--- config.mk ---
export PLATFORM = sky130hd
export DESIGN_NAME = laser_current_soft_start_ramp_top
export DESIGN_NICKNAME = d
export VERILOG_FILES = /design/src/rtl/lcssr_pkg.sv /design/src/rtl/laser_current_soft_start_ramp_top.sv
export SDC_FILE = /design/constraint.sdc
export NUM_CORES = 1
export LEC_CHECK = 0
export ABC_AREA = 1
export BUFFER_PORTS_ARGS = -buffer_cell sky130_fd_sc_hd__buf_2
export CAP_MARGIN = 20
export CORE_ASPECT_RATIO = 0.8
export CORE_UTILIZATION = 56
export CTS_CLUSTER_SIZE = 8
export DETAILED_ROUTE_END_ITERATION = 8
export PLACE_DENSITY_LB_ADDON = 0.1
export SLEW_MARGIN = 20
export SYNTH_ARGS = -nofsm -noshare
export SYNTH_HDL_FRONTEND = slang
export SYNTH_SLANG_ARGS = --single-unit
--- constraint.sdc ---
create_clock -name clk_i -period 4.1 [get_ports clk_i]
set_input_delay 0.41 -clock clk_i [delete_from_list [all_inputs] [get_ports clk_i]]
set_output_delay 0.41 -clock clk_i [all_outputs]
set_load 0.01 [all_outputs]
--- src/rtl/lcssr_pkg.sv ---
// Package for the laser current soft-start ramp block.
// Holds field widths, register indexes, reset values and duty constants.
// No dependencies.
package lcssr_pkg;

  localparam int DUTY_FRAC_BITS = 8;

  localparam int CUR_W   = 15;
  localparam int REQ_W   = 16;
  localparam int STEP_W  = 12;
  localparam int GAIN_W  = 16;
  localparam int SUP_W   = 13;
  localparam int DUTY_W  = 15;
  localparam int CLS_W   = 2;
  localparam int CFG_IDX_W  = 3;
  localparam int CFG_DATA_W = 16;
  localparam int PROD_W  = CUR_W + GAIN_W;

  localparam logic [DUTY_W-1:0] DUTY_FULL = DUTY_W'(100 << DUTY_FRAC_BITS);

  // Register indexes
  localparam logic [CFG_IDX_W-1:0] REG_JUMP_THR   = 3'd0;
  localparam logic [CFG_IDX_W-1:0] REG_START_LVL  = 3'd1;
  localparam logic [CFG_IDX_W-1:0] REG_DEF_STEP   = 3'd2;
  localparam logic [CFG_IDX_W-1:0] REG_BEACON_STEP = 3'd3;
  localparam logic [CFG_IDX_W-1:0] REG_SOS_STEP   = 3'd4;
  localparam logic [CFG_IDX_W-1:0] REG_BURN_STEP  = 3'd5;
  localparam logic [CFG_IDX_W-1:0] REG_DUTY_GAIN  = 3'd6;

  // Ramp classes
  localparam logic [CLS_W-1:0] CLS_BEACON = 2'd1;
  localparam logic [CLS_W-1:0] CLS_SOS    = 2'd2;

  // Register reset values
  localparam logic [CUR_W-1:0]  RST_JUMP_THR    = 15'd600;
  localparam logic [CUR_W-1:0]  RST_START_LVL   = 15'd600;
  localparam logic [STEP_W-1:0] RST_DEF_STEP    = 12'd2;
  localparam logic [STEP_W-1:0] RST_BEACON_STEP = 12'd1000;
  localparam logic [STEP_W-1:0] RST_SOS_STEP    = 12'd400;
  localparam logic [STEP_W-1:0] RST_BURN_STEP   = 12'd50;
  localparam logic [GAIN_W-1:0] RST_DUTY_GAIN   = 16'd11707;

endpackage

--- src/rtl/laser_current_soft_start_ramp_top.sv ---
// Laser diode current soft-start ramp with PWM duty computation.
// Flow: the result goes straight to the output register when the current holds or the
//   driver turns off; a new duty takes a serial multiply, a saturation check, a serial
//   divide (skipped on saturation) and the output load; a new item waits for that load.
// Reset: rst_ni asynchronous active low; clears ramp state, held duty and control,
//   and loads the configuration registers with their default values.
module laser_current_soft_start_ramp_top import lcssr_pkg::*; (
  input  logic                   clk_i,
  input  logic                   rst_ni,
  // configuration write port
  input  logic                   cfg_we_i,
  input  logic [CFG_IDX_W-1:0]   cfg_index_i,
  input  logic [CFG_DATA_W-1:0]  cfg_data_i,
  // input channel
  input  logic                   in_valid_i,
  output logic                   in_ready_o,
  input  logic [REQ_W-1:0]       requested_ma_i,
  input  logic [CUR_W-1:0]       thermal_limit_ma_i,
  input  logic                   burn_active_i,
  input  logic [CLS_W-1:0]       ramp_class_i,
  input  logic [SUP_W-1:0]       supply_mv_i,
  // output channel
  output logic                   out_valid_o,
  input  logic                   out_ready_i,
  output logic [DUTY_W-1:0]      duty_q8_o,
  output logic                   driver_enable_o,
  output logic [CUR_W-1:0]       applied_ma_o,
  output logic                   updated_o
);

  // Sequencer codes
  localparam logic [2:0] S_IDLE = 3'd0;
  localparam logic [2:0] S_MUL  = 3'd1;
  localparam logic [2:0] S_SAT  = 3'd2;
  localparam logic [2:0] S_DIV  = 3'd3;
  localparam logic [2:0] S_DONE = 3'd4;

  localparam int CNT_W = 4;
  localparam logic [CNT_W-1:0] MUL_LAST = CNT_W'(GAIN_W - 1);
  localparam logic [CNT_W-1:0] DIV_LAST = CNT_W'(DUTY_W - 1);

  // Configuration registers
  logic [CUR_W-1:0]  jump_thr_q, start_lvl_q;
  logic [STEP_W-1:0] def_step_q, beacon_step_q, sos_step_q, burn_step_q;
  logic [GAIN_W-1:0] duty_gain_q;

  // Ramp state
  logic [CUR_W-1:0]  applied_q, applied_d;
  logic              ramping_q, ramping_d;
  logic              driver_on_q, driver_on_d;
  logic [DUTY_W-1:0] held_duty_q;
  logic              upd_q;

  // Sequencer and serial datapath
  logic [2:0]        state_q;
  logic [CNT_W-1:0]  cnt_q;
  logic [SUP_W-1:0]  supply_q;
  logic [PROD_W-1:0] acc_q;     // product accumulator
  logic [PROD_W-1:0] mcand_q;   // shifted multiplicand
  logic [GAIN_W-1:0] mplier_q;  // gain, consumed LSB first
  logic [SUP_W-1:0]  rem_q;
  logic [DUTY_W-1:0] quo_q;

  // Output register
  logic              out_valid_q;
  logic [DUTY_W-1:0] out_duty_q;
  logic              out_en_q;
  logic [CUR_W-1:0]  out_applied_q;
  logic              out_upd_q;

  logic in_xfer;
  assign in_ready_o = (state_q == S_IDLE);
  assign in_xfer    = in_valid_i && in_ready_o;

  // ---------------------------------------------------------------------------
  // Ramp step: target, jump detect and next applied current for one tick
  // ---------------------------------------------------------------------------
  logic              req_pos;
  logic [CUR_W-1:0]  tgt;
  logic              tgt_pos;
  logic              same;
  logic              jump;
  logic              ramp_now;
  logic [STEP_W-1:0] step;
  logic [CUR_W:0]    next_cur;
  logic [CUR_W:0]    thr_sum;
  logic              needs_duty;

  always_comb begin
    req_pos = !requested_ma_i[REQ_W-1] && (requested_ma_i != '0);
    // cap positive request by the thermal limit
    if (req_pos && (REQ_W'(thermal_limit_ma_i) < requested_ma_i)) begin
      tgt = thermal_limit_ma_i;
    end else begin
      tgt = requested_ma_i[CUR_W-1:0];
    end
    // a thermal limit of zero turns a positive request into an off request
    tgt_pos = req_pos && (tgt != '0);
    // negative request never matches the applied current
    if (req_pos) begin
      same = (tgt == applied_q);
    end else begin
      same = (requested_ma_i == '0) && (applied_q == '0);
    end

    thr_sum  = {1'b0, applied_q} + {1'b0, jump_thr_q};
    jump     = {1'b0, tgt} > thr_sum;
    ramp_now = ramping_q || jump;

    // burn wins over the ramp class; class 3 falls to the default step
    if (burn_active_i) begin
      step = burn_step_q;
    end else if (ramp_class_i == CLS_BEACON) begin
      step = beacon_step_q;
    end else if (ramp_class_i == CLS_SOS) begin
      step = sos_step_q;
    end else begin
      step = def_step_q;
    end

    if (applied_q == '0) begin
      next_cur = {1'b0, (tgt < start_lvl_q) ? tgt : start_lvl_q};
    end else begin
      next_cur = {1'b0, applied_q} + (CUR_W+1)'(step);
    end

    applied_d   = applied_q;
    ramping_d   = ramping_q;
    driver_on_d = driver_on_q;
    needs_duty  = 1'b0;
    if (!same) begin
      if (tgt_pos) begin
        driver_on_d = 1'b1;
        needs_duty  = 1'b1;
        if (ramp_now) begin
          // clamp at target and end the ramp once reached
          if (next_cur >= {1'b0, tgt}) begin
            ramping_d = 1'b0;
            applied_d = tgt;
          end else begin
            ramping_d = 1'b1;
            applied_d = next_cur[CUR_W-1:0];
          end
        end else begin
          applied_d = tgt;
        end
      end else begin
        // off path: ramping bit is kept
        driver_on_d = 1'b0;
        applied_d   = '0;
      end
    end
  end

  // ---------------------------------------------------------------------------
  // Division step: one quotient bit per cycle
  // ---------------------------------------------------------------------------
  logic [SUP_W:0]    trial;
  logic              qbit;
  logic [SUP_W-1:0]  rem_next;
  logic [DUTY_W-1:0] quo_next;
  logic [DUTY_W-1:0] quo_clamped;

  always_comb begin
    trial    = {rem_q, quo_q[DUTY_W-1]};
    qbit     = trial >= {1'b0, supply_q};
    rem_next = qbit ? SUP_W'(trial - {1'b0, supply_q}) : trial[SUP_W-1:0];
    quo_next = {quo_q[DUTY_W-2:0], qbit};
    quo_clamped = (quo_next > DUTY_FULL) ? DUTY_FULL : quo_next;
  end

  logic out_load;
  assign out_load = (state_q == S_DONE) && (!out_valid_q || out_ready_i);

  // ---------------------------------------------------------------------------
  // Configuration registers
  // ---------------------------------------------------------------------------
  always_ff @(posedge clk_i or negedge rst_ni) begin
    if (!rst_ni) begin
      jump_thr_q    <= RST_JUMP_THR;
      start_lvl_q   <= RST_START_LVL;
      def_step_q    <= RST_DEF_STEP;
      beacon_step_q <= RST_BEACON_STEP;
      sos_step_q    <= RST_SOS_STEP;
      burn_step_q   <= RST_BURN_STEP;
      duty_gain_q   <= RST_DUTY_GAIN;
    end else if (cfg_we_i) begin
      case (cfg_index_i)
        REG_JUMP_THR:    jump_thr_q    <= cfg_data_i[CUR_W-1:0];
        REG_START_LVL:   start_lvl_q   <= cfg_data_i[CUR_W-1:0];
        REG_DEF_STEP:    def_step_q    <= cfg_data_i[STEP_W-1:0];
        REG_BEACON_STEP: beacon_step_q <= cfg_data_i[STEP_W-1:0];
        REG_SOS_STEP:    sos_step_q    <= cfg_data_i[STEP_W-1:0];
        REG_BURN_STEP:   burn_step_q   <= cfg_data_i[STEP_W-1:0];
        REG_DUTY_GAIN:   duty_gain_q   <= cfg_data_i[GAIN_W-1:0];
        default: ;  // drop writes beyond the register list
      endcase
    end
  end

  // ---------------------------------------------------------------------------
  // Sequencer, ramp state and output register
  // ---------------------------------------------------------------------------
  always_ff @(posedge clk_i or negedge rst_ni) begin
    if (!rst_ni) begin
      state_q     <= S_IDLE;
      cnt_q       <= '0;
      applied_q   <= '0;
      ramping_q   <= 1'b0;
      driver_on_q <= 1'b0;
      held_duty_q <= '0;
      upd_q       <= 1'b0;
      out_valid_q <= 1'b0;
    end else begin
      // load a new result, or drop the one just taken
      if (out_load) begin
        out_valid_q <= 1'b1;
      end else if (out_ready_i) begin
        out_valid_q <= 1'b0;
      end
      case (state_q)
        S_IDLE: begin
          if (in_xfer) begin
            applied_q   <= applied_d;
            ramping_q   <= ramping_d;
            driver_on_q <= driver_on_d;
            upd_q       <= !same;
            if (!same && !tgt_pos) begin
              held_duty_q <= '0;
            end
            cnt_q   <= '0;
            state_q <= needs_duty ? S_MUL : S_DONE;
          end
        end
        S_MUL: begin
          cnt_q <= cnt_q + 1'b1;
          if (cnt_q == MUL_LAST) begin
            state_q <= S_SAT;
          end
        end
        S_SAT: begin
          cnt_q <= '0;
          // quotient of 2^15 or more, or zero supply: saturate at full scale
          if (acc_q >= {{(PROD_W-SUP_W-DUTY_W){1'b0}}, supply_q, {DUTY_W{1'b0}}}) begin
            held_duty_q <= DUTY_FULL;
            state_q     <= S_DONE;
          end else begin
            state_q <= S_DIV;
          end
        end
        S_DIV: begin
          cnt_q <= cnt_q + 1'b1;
          if (cnt_q == DIV_LAST) begin
            held_duty_q <= quo_clamped;
            state_q     <= S_DONE;
          end
        end
        S_DONE: begin
          if (out_load) begin
            state_q <= S_IDLE;
          end
        end
        default: state_q <= S_IDLE;
      endcase
    end
  end

  // Serial datapath registers, no reset needed
  always_ff @(posedge clk_i) begin
    case (state_q)
      S_IDLE: begin
        if (in_xfer) begin
          supply_q <= supply_mv_i;
          acc_q    <= '0;
          mcand_q  <= PROD_W'(applied_d);
          mplier_q <= duty_gain_q;
        end
      end
      S_MUL: begin
        // add one partial product per cycle, gain LSB first
        if (mplier_q[0]) begin
          acc_q <= acc_q + mcand_q;
        end
        mcand_q  <= {mcand_q[PROD_W-2:0], 1'b0};
        mplier_q <= {1'b0, mplier_q[GAIN_W-1:1]};
      end
      S_SAT: begin
        // upper product bits are below the supply here
        rem_q <= acc_q[SUP_W+DUTY_W-1:DUTY_W];
        quo_q <= acc_q[DUTY_W-1:0];
      end
      S_DIV: begin
        // shift dividend bits out as quotient bits shift in
        rem_q <= rem_next;
        quo_q <= quo_next;
      end
      default: ;
    endcase
    if (out_load) begin
      out_duty_q    <= held_duty_q;
      out_en_q      <= driver_on_q;
      out_applied_q <= applied_q;
      out_upd_q     <= upd_q;
    end
  end

  assign out_valid_o     = out_valid_q;
  assign duty_q8_o       = out_duty_q;
  assign driver_enable_o = out_en_q;
  assign applied_ma_o    = out_applied_q;
  assign updated_o       = out_upd_q;

endmodule

# == Word level (Yosys, flattened, before mapping) ==
# Index checks and enable logic that the tools add are counted.
# word_totals
register_bits,286
in_bits,71
output_inout_bits,34
wordCells,141
# op_classes
n_addsub,5
order_cmp,7
n_eq_ne,22
muxes,41
n_bitwise,1
reduce_logical,40
# ops
cell,n
15-bit 2-to-1 mux,11
31-bit case mux with 2 select lines,2
31-bit 2-to-1 mux,3
15-bit case mux with 3 select lines,1
12-bit 2-to-1 mux,3
16-bit 2-to-1 mux,2
16-bit case mux with 2 select lines,1
31-bit adder,1
31-bit by 28-bit >= comparator with 1-bit output,1
15-bit case mux with 2 select lines,1
13-bit case mux with 2 select lines,1
2-bit AND reduction,10
3-bit 2-to-1 mux,6
15-bit by 12-bit adder with 16-bit output,1
15-bit by 15-bit adder with 16-bit output,1
16-bit by 15-bit >= comparator with 1-bit output,1
15-bit by 16-bit > comparator with 1-bit output,1
16-bit logical NOT,1
15-bit by 16-bit < comparator with 1-bit output,1
16-bit nonzero test,1
15-bit == test,1
15-bit > comparator (second input constant),1
15-bit logical NOT,1
15-bit < comparator,1
other kinds (28),62

# == Longest topological paths before layout ==
# Gate-level depths: netlist of run 1.
# depth
word_depth,14
mapped_depth,39
depth_no_buf,37

# == Worst setup path before layout of run 1 ==
# Ideal clock, no wire load.
# synth_timing
path_type,input to register
from,input port requested_ma_i[11]
to,register mcand_q[4] (data pin)
setup_time_ns,0.257
arrival_time_ns,4.828
t_required_ns,3.843
slack_ns,-0.985
path_stages,33
n_path_buf,3
cell_sequence,inv_2 > ha_1 > a21oi_1 > nand3_1 > nand2_1 > nand2_2 > nor2_4 > nand2_4 > buf_6 > nand2_1 > nand2_2 > ha_1 > nand2_1 > inv_1 > a221oi_1 > o21ai_0 > a31oi_1 > clkbuf_1 > nand3_1 > nand3_1 > nand2_1 > ha_1 > a21oi_1 > nor3_1 > a211oi_1 > nor4_1 > nor2_1 > nand3_1 > nor2_1 > clkbuf_1 > nand3_1 > nand2_1 > a21oi_1
# synth_via
elab_chain_len,14
elab_cells_between_ends,23
classes_between,4 x order compare; 1 x eq/ne; 10 x mux; 8 x reduce/logical
# synth_rtl
item,line_no,text
"start, declared",laser_current_soft_start_ramp_top.sv:17,"input logic [REQ_W-1:0] requested_ma_i,"
branches (longest 11 deep; another with 15-bit by 16-bit < comparator with 1-bit output),n/a,
15-bit 2-to-1 mux *,laser_current_soft_start_ramp_top.sv:131,if (!same) begin
31-bit 2-to-1 mux *,laser_current_soft_start_ramp_top.sv:272,if (in_xfer) begin
31-bit case mux with 2 select lines *,laser_current_soft_start_ramp_top.sv:270,case (state_q)
"end signal, assigned",laser_current_soft_start_ramp_top.sv:275,mcand_q <= PROD_W'(applied_d);
"end signal, assigned",laser_current_soft_start_ramp_top.sv:284,"mcand_q <= {mcand_q[PROD_W-2:0], 1'b0};"
"end, declared",laser_current_soft_start_ramp_top.sv:59,logic [PROD_W-1:0] mcand_q;
# Every way passes the cells marked *. The select of a mux whose other input is x is not followed.
# A chain may end at the register's enable or synchronous reset.

# == Worst setup path after layout of run 1 ==
# layout_timing
from,input port thermal_limit_ma_i[7]
to,register mcand_q[14] (data pin)
# layout_via
elab_chain_len,13
elab_cells_between_ends,19
classes_between,4 x order compare; 1 x eq/ne; 10 x mux; 4 x reduce/logical
# layout_rtl
item,line_no,text
"start, declared",laser_current_soft_start_ramp_top.sv:18,"input logic [CUR_W-1:0] thermal_limit_ma_i,"
15-bit by 16-bit < comparator with 1-bit output,laser_current_soft_start_ramp_top.sv:92,if (req_pos && (REQ_W'(thermal_limit_ma_i) < requested_ma_i)) begin
1-bit logical AND,laser_current_soft_start_ramp_top.sv:92,
15-bit 2-to-1 mux *,laser_current_soft_start_ramp_top.sv:92,
15-bit < comparator,laser_current_soft_start_ramp_top.sv:122,"next_cur = {1'b0, (tgt < start_lvl_q) ? tgt : start_lvl_q};"
15-bit 2-to-1 mux,laser_current_soft_start_ramp_top.sv:122,
16-bit 2-to-1 mux,laser_current_soft_start_ramp_top.sv:121,if (applied_q == '0) begin
16-bit by 15-bit >= comparator with 1-bit output,laser_current_soft_start_ramp_top.sv:137,"if (next_cur >= {1'b0, tgt}) begin"
15-bit 2-to-1 mux,laser_current_soft_start_ramp_top.sv:137,
15-bit 2-to-1 mux,laser_current_soft_start_ramp_top.sv:135,if (ramp_now) begin
15-bit 2-to-1 mux,laser_current_soft_start_ramp_top.sv:132,if (tgt_pos) begin
15-bit 2-to-1 mux *,laser_current_soft_start_ramp_top.sv:131,
31-bit 2-to-1 mux *,laser_current_soft_start_ramp_top.sv:272,
31-bit case mux with 2 select lines *,laser_current_soft_start_ramp_top.sv:270,
# Mark *: on every way between the ends. The rest lies on a longest branch, timed or not. The select of a mux whose other input is x is not followed.

==> flow_summary.json, run 1 <==
{
  "status": "complete, but fails checks",
  "violations": "hold timing, setup timing",
  "dp_hpwl_microns": 39200,
  "fill_cells": 2369,
  "ys.flop_type": "edfxtp_1",
  "worstSetupEndpointType": "flop",
  "grtUsageTotal_pct": 33.2,
  "grt_pass1_vias": 15436,
  "min_path_type": "input port to async pin",
  "yosysMostFrequentCell": "nand2_1",
  "gp_congestion": 0.997,
  "r2r-start": "applied_q[0]",
  "core_area_sq_um": 30700,
  "place_inst": 2798,
  "final.min_clock_period_ns": 4.49,
  "fin_cells": 2934,
  "r2r.worst_path.cells": 30,
  "clk_latency_ns": 0.55,
  "start_util_pct": 57.7,
  "p_per_area_nw_per_um2": 739,
  "ctsHoldBuffers": 0,
  "max_stage_delay_ns": 0.28,
  "antenna_found_initial": 0,
  "cp_max_fo": 8,
  "numCtsBuffers": 42,
  "setup_viol": 31,
  "max-slew-margin-rel_pct": 37.3,
  "setup_ws_ns": -0.391,
  "synth.net_count": 2387,
  "synth-seq-area-share_pct": 44.8,
  "final-hold-violation-count": 18,
  "io_buffers": 104,
  "avgSynthCellArea_sq_um": 8.18,
  "syn-cell-area_sq_um": 17700,
  "die_y_microns": 161,
  "avgRoutedWirePerCell_microns": 18.5,
  "synth_common_cells": "520 x nand2_1, 254 x inv_1, 219 x o21ai_0, 175 x nor2_1, 157 x a21oi_1",
  "synth_edf_count": 151,
  "netlist_instances": 2169,
  "required_ns": 4.49,
  "drive_gt1_share_pct": 25.8,
  "multi_input_area_sq_um": 9480,
  "first_iter_violations": 1635,
  "fin_util_pct": 73.4,
  "cp-startpoint": "thermal_limit_ma_i[7]",
  "ioPinCount": 105,
  "grt_max_degree": 109,
  "ys_seq_elements": 286,
  "htreeDepth": 2,
  "arrival_ns": 4.88,
  "regToRegSetupSlack_ns": -0.35,
  "critPathSlowestCell": "nor2_4",
  "path_class": "input port to flop",
  "drt-pass1-iter-count": 6,
  "viasPerCell": 5.67,
  "nNetsFinal": 2708,
  "ys_top_cells_by_area": "edfxtp_1 26%, dfrtp_1 15%, nand2_1 11%",
  "clock_sinks": 286,
  "wl_microns": 54100,
  "ant_nets": 0,
  "synth_top_cell_area_share_pct": 25.6,
  "crit_path_start_kind": "input port",
  "clockBufferDepth": 3,
  "p_leak_nw": 10.6,
  "cpLargestDelayFamily": "simple AND/OR/NAND/NOR gates",
  "rsz0062_at_grt": "true",
  "grt_remaining_overflow": 0,
  "vias": 16635,
  "maxCapViolations": 0,
  "dieArea_sq_um": 32400,
  "ir_drop_v": 0.000452,
  "yosysTopAreaCell": "edfxtp_1",
  "tritoncts": "done",
  "area_delta_synth_final_pct": 27.2,
  "regToRegEndpoint": "mcand_q[14]",
  "fin_crit_sh_pct": 110,
  "synth_cell_types": 51,
  "finalClockSkew_ns": 0.0295,
  "die_width_microns": 201,
  "hold_ws_ns": -0.0246,
  "rows": 57,
  "drc_errors": 0,
  "grt_first_pass_wirelength_microns": 84100,
  "drv_slew": 0,
  "worstMarginPinSlew_ns": 0.939,
  "critPathBufInv": 5,
  "path_clk_slew_ns": 0.05,
  "fmax_ghz": 0.223,
  "ys_warn_count": 0,
  "root_buffer": "clkbuf_16",
  "regArea_sq_um": 7950,
  "async_flop_share_pct": 47.2
}
==> logic make-up (layout without fill, tap and decap cells) <==
kind of cell	after synthesis	after routing	share of synthesized area, %
multiplexers	1	1	0.0635
AND/OR/NAND/NOR	916	916	21.8
flip-flops	286	286	44.8
adder cells (fa/ha/maj)	147	147	10.5
other	0	1	0
AO/OA/AOI/OAI	460	460	14.1
buffers and inverters	327	678	7.14
XOR/XNOR	32	32	1.58
==> state kept, by name, indices dropped and copies added, names as in the netlist, 13 cells and up <==
signal        flops
applied_ma_o     15
held_duty_q      15
acc_q            31
supply_q         13
duty_gain_q      16
duty_q8_o        15
mcand_q          31
quo_q            15
applied_q        15
rem_q            13
jump_thr_q       15
mplier_q         16
start_lvl_q      15
==> stage by stage <==
step / setup TNS [ns] / cell area [sq um] / setup slack, ns / hold WS (ns) / total power, mW
floorplan: -10.19 / 18000 / -0.412 / 0.114 / 9.76
global placement: -23.23 / 20100 / -0.823 / 0.431 / 12.1
detailed placement: -27.39 / 20100 / -0.956 / 0.437 / 12.3
CTS: -7.17 / 22000 / -0.313 / 0.0230 / 16.1
global route: -15.70 / 22600 / -0.561 / 0.0192 / 17.7
finish: -10.04 / 22600 / -0.391 / -0.0246 / 16.7
==> layout by cell type, fill, tap and decap left out, drive strengths merged, types with 2 or more instances in the layout <==
cell type / netlist / layout
a31oi: 10 / 10
nand4: 21 / 21
nor4: 8 / 8
buf: 12 / 342
o211ai: 5 / 5
o31ai: 2 / 2
a21o: 4 / 4
o21a: 14 / 14
xnor2: 9 / 9
dfrtp: 104 / 104
nor3b: 2 / 2
o221ai: 2 / 2
nand3: 116 / 116
o21ai: 232 / 232
o2111ai: 2 / 2
or2: 10 / 10
a211oi: 16 / 16
nand3b: 5 / 5
clkinv: 0 / 2
clkbuf: 54 / 72
a21oi: 157 / 157
nand2: 537 / 537
ha: 143 / 143
nor2: 179 / 179
nor3: 35 / 35
a21boi: 2 / 2
inv: 261 / 262
a2111oi: 2 / 2
fa: 4 / 4
o21bai: 7 / 7
a221oi: 2 / 2
xor2: 23 / 23
o22ai: 3 / 3
dfstp: 31 / 31
edfxtp: 151 / 151
==> where the power goes <==
group	total [mW]	switching, mW	internal, mW
Sequential	4.91	0.614	4.29
Combinational	8.56	5.27	3.30
Clock	3.19	1.25	1.94
==> final cells by class <==
type                       instances  share of cell area (%)
tap                              413                    2.29
inverter                         261                    4.38
clock inverter                     3                  0.0943
clock buffer                      71                    5.24
multi-input combinational       1556                    42.0
sequential                       286                    35.3
antenna                            1                  0.0111
timing repair buffer             343                    10.7
==> metal layers <==
layer	routed length [microns]	global-route usage (%)
met5	0	0
met1	25500	50.7
met3	4650	5.91
met4	1340	8.40
met2	22600	48.4
==> worst register-to-register path, delay by kind of cell (launching register included) <==
kind                     cells  cell delay, ns
AO/OA/AOI/OAI                8            1.12
XOR/XNOR                     1            0.17
adder cells (fa/ha/maj)      3            0.86
buffers and inverters        4            0.53
flip-flops                   1            0.46
AND/OR/NAND/NOR             14            1.18
==> how the worst max path moves through the flow <==
stage | to | slack [ns] | cells past startpoint
5_1_grt | mcand_q[4] | -0.56 | 36
2_1_floorplan | mcand_q[13] | -0.41 | 34
3_3_place_gp | mcand_q[7] | -0.82 | 35
4_1_cts | mcand_q[14] | -0.31 | 36
3_5_place_dp | mcand_q[7] | -0.96 | 34
6_report | mcand_q[14] | -0.39 | 34
==> what timing repair did <==
action,4_1_cts,5_1_grt
cloned,3,2
pin swaps,32,77
resized for setup,87,111
buffers inserted,41,17
setup endpoints to repair,31,32
No activity file was read; power rests on OpenSTA's default activity.
==> inputs of run 2 (changes only) <==
Settings changed: CORE_UTILIZATION 56 to 55.
==> flow_summary.json, run 2 (synthesis results as in run 1) <==
{
  "area_delta_synth_final_pct": 25.5,
  "drv_slew": 0,
  "required_ns": 4.38,
  "root_buffer": "clkbuf_16",
  "finalSetupTns_ns": -10.42,
  "io_buffers": 104,
  "hold_ws_ns": -0.0172,
  "violations": "hold timing, setup timing",
  "critPathSlowestCell": "a31oi_4",
  "ir_drop_v": 0.000480,
  "dieArea_sq_um": 33000,
  "final_common_cell": "nand2_1",
  "min_path_type": "input port to async pin",
  "wl_microns": 52500,
  "ctsHoldBuffers": 0,
  "grt_first_pass_wirelength_microns": 81400,
  "drc_errors": 0,
  "ant_nets": 0,
  "place_inst": 2795,
  "clock_sinks": 286,
  "final.min_clock_period_ns": 4.53,
  "tritoncts": "done",
  "grtUsageTotal_pct": 31.7,
  "clk_latency_ns": 0.55,
  "vias": 16359,
  "arrival_ns": 4.81,
  "stdcell_area_sq_um": 22300,
  "top_regs": "acc_q (31), mcand_q (31)",
  "setup_viol": 31,
  "p_per_area_nw_per_um2": 745,
  "multi_input_area_sq_um": 9300,
  "rsz0062_at_grt": "true",
  "dpl_cell_area_sq_um": 20100,
  "fmax_ghz": 0.221,
  "numCtsBuffers": 42,
  "die_width_microns": 203,
  "total_power_mw": 16.6,
  "viasPerCell": 5.61,
  "ioPinCount": 105,
  "max_stage_delay_ns": 0.28,
  "path_class": "input port to flop",
  "grt_pass1_vias": 15140,
  "die_y_microns": 163,
  "finalClockSkew_ns": 0.0278,
  "rows": 58,
  "fin_cells": 2914,
  "avgRoutedWirePerCell_microns": 18.0,
  "grt_remaining_overflow": 0,
  "drive_gt1_share_pct": 23.5,
  "cp_max_fo": 7,
  "clockBufferDepth": 3,
  "start_util_pct": 56.2,
  "fin_util_pct": 70.5,
  "regArea_sq_um": 7950,
  "gp_congestion": 0.988,
  "antenna_found_initial": 1,
  "n_antenna_cell": 0,
  "path_clk_slew_ns": 0.05,
  "nNetsFinal": 2680,
  "setup_ws_ns": -0.426,
  "first_iter_violations": 1691,
  "crit_path_start_kind": "input port",
  "maxCapViolations": 0,
  "dp_hpwl_microns": 38200,
  "drt-pass1-iter-count": 6,
  "core_area_sq_um": 31600,
  "fin_crit_sh_pct": 110,
  "status": "complete, but fails checks",
  "worstSetupEndpointType": "flop",
  "htreeDepth": 2,
  "max-slew-margin-rel_pct": 37.4,
  "fill_cells": 2532,
  "grt_max_degree": 110,
  "final-hold-violation-count": 14,
  "p_leak_nw": 10.5,
  "worstMarginPinSlew_ns": 0.938,
  "mostFrequentLayoutCells": "490 x nand2_1, 241 x inv_1, 201 x o21ai_0"
}
-- run 2: metrics by stage --
stage	setup slack, ns	hold slack [ns]
finish	-0.426	-0.0172
global placement	-0.811	0.434
CTS	-0.271	0.0323
floorplan	-0.412	0.114
global route	-0.672	0.0344
detailed placement	-1.00	0.439
-- run 2: final cells by class --
cell class | count | area share, %
well taps | 420 | 2.36
clock buffers | 72 | 5.37
inverters | 261 | 4.42
clock inverters | 4 | 0.185
repair buffers | 314 | 10.2
flip-flops and latches | 286 | 35.7
multi-input cells | 1557 | 41.8
-- run 2: worst paths after layout --
kind	start	endpoint	slack, ns	cells past startpoint
max	requested_ma_i[11]	mcand_q[9]	-0.43	38
max in group asynchronous	rst_ni	applied_q[0]	3.11	2
min reg2reg	held_duty_q[8]	duty_q8_o[8]	0.45	0
min in group clk_i	supply_mv_i[8]	supply_q[8]	0.05	1
max reg2reg	sos_step_q[7]	mcand_q[6]	-0.38	29
min	rst_ni	sos_step_q[6]	-0.02	1
-- run 2: repair_timing --
item / 4_1_cts / 5_1_grt
pin swaps: 12 / 70
hold endpoints to repair: 0 / 0
resized for setup: 46 / 92
setup endpoints to repair: 31 / 32
cloned: 2 / 3
buffers inserted: 24 / 15
-- run 2: worst max-delay path: cells and delay by family --
family / cells / cell delay, ns
buffers and inverters: 10 / 0.98
AND/OR/NAND/NOR: 20 / 2.09
adder cells (fa/ha/maj): 2 / 0.45
AO/OA/AOI/OAI: 6 / 0.85
-- run 2: per-layer routing --
metal / global-route usage (%) / vias up / wire (microns)
met2: 46.7 / 638 / 22000
met4: 8.85 / 2 / 1390
met5: 0 / - / 13
met3: 6.22 / 108 / 4500
met1: 47.1 / 7715 / 24500
li1: - / 7896 / -
-- run 2: power breakdown --
part	total [mW]	internal, mW	switching (mW)
logic	8.38	3.28	5.10
registers	4.97	4.29	0.671
clock network	3.24	1.97	1.27
